$ cat src/rtl/sphere_contact_query_engine_macros.svh
// Assertion macros shared by the contact query engine.
`ifndef SPHERE_CONTACT_QUERY_ENGINE_MACROS_SVH
`define SPHERE_CONTACT_QUERY_ENGINE_MACROS_SVH

// Whenever the condition holds, the consequence holds in the same cycle.
`define SCQE_ASSERT_SAME(label, clk, rst_n, cond, cons) \
    label: assert property (@(posedge clk) disable iff (!rst_n) (cond) |-> (cons)) \
        else $error("scqe: same-cycle check failed");

// Whenever the condition holds, the consequence holds in the next cycle.
`define SCQE_ASSERT_NEXT(label, clk, rst_n, cond, cons) \
    label: assert property (@(posedge clk) disable iff (!rst_n) (cond) |=> (cons)) \
        else $error("scqe: next-cycle check failed");

`endif

$ cat src/rtl/scqe_pkg.sv
package scqe_pkg;

    // Default sizes of the sphere table.
    localparam int ENTRIES_DEF    = 64;
    localparam int COORD_BITS_DEF = 20;

    // Field widths of the words on the two channels.
    localparam int CMD_W    = 2;
    localparam int SLOT_W   = 6;
    localparam int FIELD_W  = 20;
    localparam int RADIUS_W = 18;
    localparam int TAG_W    = 4;
    localparam int MODE_W   = 2;
    localparam int RSUM_W   = RADIUS_W + 1;

    // Command codes.
    localparam logic [CMD_W-1:0] CMD_WRITE  = 2'd0;
    localparam logic [CMD_W-1:0] CMD_REMOVE = 2'd1;
    localparam logic [CMD_W-1:0] CMD_QUERY  = 2'd2;

    // Query modes.
    localparam logic [MODE_W-1:0] MODE_OVERLAP = 2'd0;
    localparam logic [MODE_W-1:0] MODE_ENTER   = 2'd1;
    localparam logic [MODE_W-1:0] MODE_EXIT    = 2'd2;
    localparam logic [MODE_W-1:0] MODE_ALL     = 2'd3;

    // A tag filter of this value passes every entry.
    localparam logic [TAG_W-1:0] TAG_ANY = 4'd0;

    typedef struct packed {
        logic [CMD_W-1:0]           command;
        logic [SLOT_W-1:0]          slot;
        logic signed [FIELD_W-1:0]  pos_x;
        logic signed [FIELD_W-1:0]  pos_y;
        logic signed [FIELD_W-1:0]  pos_z;
        logic signed [FIELD_W-1:0]  prev_x;
        logic signed [FIELD_W-1:0]  prev_y;
        logic signed [FIELD_W-1:0]  prev_z;
        logic [RADIUS_W-1:0]        radius;
        logic [TAG_W-1:0]           tag;
        logic [MODE_W-1:0]          mode;
    } t_req;

    typedef struct packed {
        logic              hit;
        logic [SLOT_W-1:0] hit_slot;
        logic              last;
    } t_rsp;

endpackage

$ cat src/rtl/scqe_dist_unit.sv
module scqe_dist_unit #(
    parameter int COORD_BITS = scqe_pkg::COORD_BITS_DEF,
    localparam int OPW   = (COORD_BITS > scqe_pkg::RSUM_W) ? COORD_BITS : scqe_pkg::RSUM_W,
    localparam int ACC_W = 2 * OPW + 2
) (
    input  logic                               i_clk,
    input  logic                               i_rst_n,
    input  logic                               i_start,
    input  logic signed [COORD_BITS-1:0]       i_q_now    [3],
    input  logic signed [COORD_BITS-1:0]       i_q_before [3],
    input  logic signed [COORD_BITS-1:0]       i_e_now    [3],
    input  logic signed [COORD_BITS-1:0]       i_e_before [3],
    input  logic [scqe_pkg::RADIUS_W-1:0]      i_q_radius,
    input  logic [scqe_pkg::RADIUS_W-1:0]      i_e_radius,
    output logic                               o_done,
    output logic [ACC_W-1:0]                   o_dn,
    output logic [ACC_W-1:0]                   o_db,
    output logic [ACC_W-1:0]                   o_r2
);
    import scqe_pkg::*;

    localparam int PROD_W = 2 * OPW;
    localparam int STEP_W = 4;

    // Step schedule: seven operands, each squared one step later and
    // summed one step after that.
    localparam logic [STEP_W-1:0] ST_NOW_X  = 4'd0;
    localparam logic [STEP_W-1:0] ST_NOW_Y  = 4'd1;
    localparam logic [STEP_W-1:0] ST_NOW_Z  = 4'd2;
    localparam logic [STEP_W-1:0] ST_BEF_X  = 4'd3;
    localparam logic [STEP_W-1:0] ST_BEF_Y  = 4'd4;
    localparam logic [STEP_W-1:0] ST_BEF_Z  = 4'd5;
    localparam logic [STEP_W-1:0] ST_RSUM   = 4'd6;
    localparam logic [STEP_W-1:0] ST_SQ_END = 4'd7;
    localparam logic [STEP_W-1:0] ST_LAST   = 4'd8;

    logic                 r_busy;
    logic                 r_done;
    logic [STEP_W-1:0]    r_step;
    logic [OPW-1:0]       r_opnd;
    logic [PROD_W-1:0]    r_prod;
    logic [ACC_W-1:0]     r_acc;
    logic [ACC_W-1:0]     r_dn;
    logic [ACC_W-1:0]     r_db;
    logic [ACC_W-1:0]     r_r2;
    logic [OPW-1:0]       opnd_sel;
    logic [PROD_W-1:0]    sq;
    logic [ACC_W-1:0]     prod_ext;
    logic [RSUM_W-1:0]    rsum;

    // Magnitude of the difference of two coordinates.
    function automatic logic [OPW-1:0] abs_diff(input logic signed [COORD_BITS-1:0] a,
                                                input logic signed [COORD_BITS-1:0] b);
        logic [COORD_BITS:0] d;
        logic [COORD_BITS:0] m;
        d = {a[COORD_BITS-1], a} - {b[COORD_BITS-1], b};
        m = d[COORD_BITS] ? (~d + 1'b1) : d;
        return OPW'(m[COORD_BITS-1:0]);
    endfunction

    assign rsum = RSUM_W'(i_q_radius) + RSUM_W'(i_e_radius);

    // Operand for the current step.
    always_comb begin
        case (r_step)
            ST_NOW_X: opnd_sel = abs_diff(i_e_now[0], i_q_now[0]);
            ST_NOW_Y: opnd_sel = abs_diff(i_e_now[1], i_q_now[1]);
            ST_NOW_Z: opnd_sel = abs_diff(i_e_now[2], i_q_now[2]);
            ST_BEF_X: opnd_sel = abs_diff(i_e_before[0], i_q_before[0]);
            ST_BEF_Y: opnd_sel = abs_diff(i_e_before[1], i_q_before[1]);
            ST_BEF_Z: opnd_sel = abs_diff(i_e_before[2], i_q_before[2]);
            default:  opnd_sel = OPW'(rsum);
        endcase
    end

    // The one squarer of the unit.
    assign sq       = r_opnd * r_opnd;
    assign prod_ext = ACC_W'(r_prod);

    // Step counter.
    always_ff @(posedge i_clk) begin
        if (!i_rst_n) begin
            r_busy <= 1'b0;
            r_done <= 1'b0;
            r_step <= '0;
        end else begin
            r_done <= r_busy && (r_step == ST_LAST);
            if (i_start) begin
                r_busy <= 1'b1;
                r_step <= '0;
            end else if (r_busy) begin
                if (r_step == ST_LAST) begin
                    r_busy <= 1'b0;
                end else begin
                    r_step <= r_step + 1'b1;
                end
            end
        end
    end

    // Operand, square and sum stages.
    always_ff @(posedge i_clk) begin
        if (r_busy) begin
            if (r_step <= ST_RSUM) begin
                r_opnd <= opnd_sel;
            end
            if (r_step >= ST_NOW_Y && r_step <= ST_SQ_END) begin
                r_prod <= sq;
            end
            case (r_step)
                ST_NOW_Z: r_acc <= prod_ext;
                ST_BEF_X: r_acc <= r_acc + prod_ext;
                ST_BEF_Y: r_dn  <= r_acc + prod_ext;
                ST_BEF_Z: r_acc <= prod_ext;
                ST_RSUM:  r_acc <= r_acc + prod_ext;
                ST_SQ_END: r_db <= r_acc + prod_ext;
                ST_LAST:  r_r2  <= prod_ext;
                default:  r_acc <= r_acc;
            endcase
        end
    end

    assign o_done = r_done;
    assign o_dn   = r_dn;
    assign o_db   = r_db;
    assign o_r2   = r_r2;

endmodule

$ cat config.mk
export PLATFORM = sky130hd
export DESIGN_NAME = scqe_dist_unit
export DESIGN_NICKNAME = d
export VERILOG_FILES = /design/src/rtl/sphere_contact_query_engine_macros.svh /design/src/rtl/scqe_pkg.sv /design/src/rtl/scqe_dist_unit.sv
export SDC_FILE = /design/constraint.sdc
export NUM_CORES = 2
export LEC_CHECK = 0
export BUFFER_PORTS_ARGS = -buffer_cell sky130_fd_sc_hd__clkbuf_2
export CAP_MARGIN = 40
export CORE_AREA = 2 2 228 286
export DETAILED_ROUTE_END_ITERATION = 12
export DIE_AREA = 0 0 230 288
export PLACE_DENSITY_LB_ADDON = 0.08
export REMOVE_ABC_BUFFERS = 1
export SYNTH_ARGS = -nofsm -noshare
export SYNTH_HDL_FRONTEND = slang
export SYNTH_SLANG_ARGS = --single-unit
$ cat constraint.sdc
create_clock -name i_clk -period 23.3 [get_ports i_clk]
set_clock_uncertainty 0.1 [all_clocks]
set_input_delay 2.33 -clock i_clk [delete_from_list [all_inputs] [get_ports i_clk]]
set_output_delay 2.33 -clock i_clk [all_outputs]
set_load 0.01 [all_outputs]
==> impl_metrics.yaml <==
status:
  outcome: "finished, final reports clean"
routing:
  drt_iter0_markers: 1305
  routedWlPerCell_um: 18.43
  route.final.wire_length_um: 85620
  ant_nets: 0
  drc: 0
  dr.pass1.iters: 6
  drt-vias-per-instance: 5.473
  dr_total_vias: 25420
logic_synthesis:
  seq_total_area_yosys_pct: 21.68
  post-synth-top-area-fraction_pct: 21.30
  synth_flop_cell: "edfxtp_1"
  fraction_of_registers_with_async_set_or_reset_after_synthesis_pct: 0
  synth-warning-count: 0
  syn_inst: 3439
  synth_area_per_cell_um2: 9.184
  synth_area_leaders: "edfxtp_1 (21%), fa_1 (18%), ha_1 (14%), inv_1 (6.8%), xnor2_1 (5.0%)"
  ys_ff_latch: 230
  netlist-cell-type-count: 90
  yosysMostFrequentCell: "inv_1"
  syn-cell-area_um2: 31580
  post_synthesis_cell_type_with_the_largest_combined_area: "edfxtp_1"
  netlist_top_cells_count: "inv_1 (571), ha_1 (341), fa_1 (289)"
  synth-edff-count: 224
worst_hold_path:
  timing.hold.worst.class: "reg2reg"
  holdCritStartpoint: "r_prod[26]$_DFFE_PP_"
  worstHoldPathCells: 0
  hold_path_end: "o_r2[26]$_DFFE_PP_"
finish:
  synthesis_to_finish_area_growth_pct: 11.11
  fraction_of_layout_instances_using_a_drive_strength_above_1_pct: 14.33
  nFillCells: 6020
  final_net_count: 4693
  stdcell_count: 4645
  n_antenna_cell: 0
place:
  pre_cts_ws_ps: 15050
  dp_hpwl_um: 73280
  placedCellCount: 4608
  port_buffers: 402
  placer_congestion: 0.9522
sta:
  setup_tns_ps: 0
  clock.fmax_mhz: 121.3
  hold-worst-slack_ps: 383.2
  hold_viol: 0
  slew-limit-headroom_pct: 35.62
  timing.final.setup_violations: 0
  setup_ws_ps: 15060
  tightestPinTransition_ps: 965.6
  period_minus_slack_ps: 8241
  setup_repair_after_global_routing_missed_its_margin: "false"
  report.final.slew_viol_count: 0
  post-route-period-util_pct: 35.37
floorplan:
  initial_utilization_pct: 49.53
  placeableCoreArea_um2: 63760
  floorplan.die.width_um: 230
  top_level_ports: 406
  die_y_um: 288
  dieArea_um2: 66240
  placementRows: 104
clock_network:
  clock_tree_buffer_depth: 3
  tritoncts.num_buffers: 21
  postCtsHoldBufs: 0
  post_cts_resized: 0
  cts.clk_slew.worst_paths_ps: 70
  ctsHtreeMaxLevel: 1
  clock_network_latency_to_the_later_pin_of_the_worst_skew_pair_ps: 510
  tritoncts: "yes"
  post_cts_buffers: 0
  clock-sinks: 230
  clock_root_buffer: "clkbuf_16"
critical_path:
  end_kind: "flop"
  critical_path_fanouts_max: 17
  worstReg2RegEnd: "r_prod[38]$_DFFE_PP_"
  critical_path.startpoint_type: "flop"
  crit_path_category: "reg2reg"
  timing.critical_path.arrival_ps: 8410
  crit_start: "r_opnd[11]$_DFFE_PP_"
  rr_worst_depth: 26
  reg2reg_slack_ps: 15060
  reg2reg_from: "r_opnd[11]$_DFFE_PP_"
  critPathMaxStageDelay_ps: 830
  critical-path-top-cell-by-count: "fa_1"
  worst_path_max_delay_cell: "edfxtp_1"
  cp_data_required_time_ps: 23470
global_route:
  global_route.usage.met3_pct: 1.823
  gr-max-usage-layer: "met2"
  grt-ovfl-total: 0
  global_route.usage.met2_pct: 47.91
  first_global_vias: 25620
  grt_util_met1_pct: 30.31
  antenna_violations_before_repair: 0
  pin_count_of_the_biggest_net_entering_global_routing: 43
  global_route.usage.total_pct: 25.66
  grt_pass1_wl_um: 135400
run:
  number_of_max_cap_violations: 0
logic make-up after synthesis:
family	share of synthesized area [%]
AND/OR/NAND/NOR	12.53
AO/OA/AOI/OAI	15.85
buffers and inverters	8.002
adder cells (fa/ha/maj)	31.83
XOR/XNOR	8.089
flip-flops	21.68
multiplexers	2.008
other	0.01187
flip-flops by register name, indices dropped and copies added, names as in the netlist:
signal,cells
r_acc,42
o_db,42
o_dn,42
r_opnd,20
o_done,1
r_prod,39
o_r2,39
r_step,4
r_busy,1
stage by stage:
| step | util [%] | instance area (um2) |
|---|---|---|
| CTS | 55.02 | 35080 |
| floorplan | - | 31210 |
| global route | 55.04 | 35090 |
| global placement | 53.91 | 34380 |
| detailed placement | 54.02 | 34450 |
| finish | 55.04 | 35090 |
worst max-delay path, delay by kind of cell, from the launching register on:
| kind | cells | cell delay (ps) |
|---|---|---|
| adders and majority gates | 8 | 3860 |
| AOI/OAI and AO/OA | 10 | 2240 |
| DFF | 1 | 830 |
| and+or+nand+nor | 2 | 460 |
| buffers and inverters | 5 | 410 |
| xor gates and xnor gates | 1 | 80 |
how the worst max path moves through the flow:
stage | to | slack (ps) | cells after the start
floorplan | r_prod[38]$_DFFE_PP_ | 16060 | 26
global placement | r_prod[38]$_DFFE_PP_ | 15210 | 26
detailed placement | r_prod[38]$_DFFE_PP_ | 15050 | 26
CTS | r_prod[38]$_DFFE_PP_ | 15050 | 26
global route | r_prod[38]$_DFFE_PP_ | 14540 | 28
finish | r_prod[38]$_DFFE_PP_ | 15060 | 26
layout make-up:
type	count	area (um2)	area share, %
repair buffers	415	2155	6.140
multi-input cells	2544	22250	63.40
inverters	572	2147	6.118
clock inverters	11	92.59	0.2638
flip-flops and latches	230	6847	19.51
well taps	848	1061	3.024
clock buffers	25	540.5	1.540
cell usage in the layout (no fill, tap or decap), drive strengths merged, types with 10 or more instances in the layout:
master | Yosys | final
o21ai | 122 | 122
o31ai | 20 | 20
o211ai | 17 | 17
o21bai | 29 | 29
nand4 | 23 | 23
or2 | 12 | 12
a21o | 89 | 89
xor2 | 111 | 111
fa | 289 | 289
and3 | 25 | 25
ha | 341 | 341
a31oi | 44 | 44
a22oi | 10 | 10
nor3 | 54 | 54
a21oi | 203 | 203
nand2 | 243 | 243
clkbuf | 88 | 427
o21a | 39 | 39
nand3 | 44 | 44
o221ai | 10 | 10
o22ai | 32 | 32
nor4 | 14 | 14
nor2b | 35 | 35
inv | 571 | 572
a31o | 12 | 12
or3 | 25 | 25
nor2 | 175 | 175
mux2i | 15 | 15
nand2b | 20 | 20
and2 | 98 | 98
mux2 | 43 | 43
a211oi | 33 | 33
xnor2 | 179 | 179
buf | 7 | 12
edfxtp | 224 | 224
layer usage:
metal,share of wire [%],up-vias
met5,0,-
met2,52,664
li1,-,12420
met3,3.7,151
met1,40,12180
met4,4.5,0
Power is not shown: default switching activity piles up to over one toggle a cycle in this logic, so the estimate is an artifact.
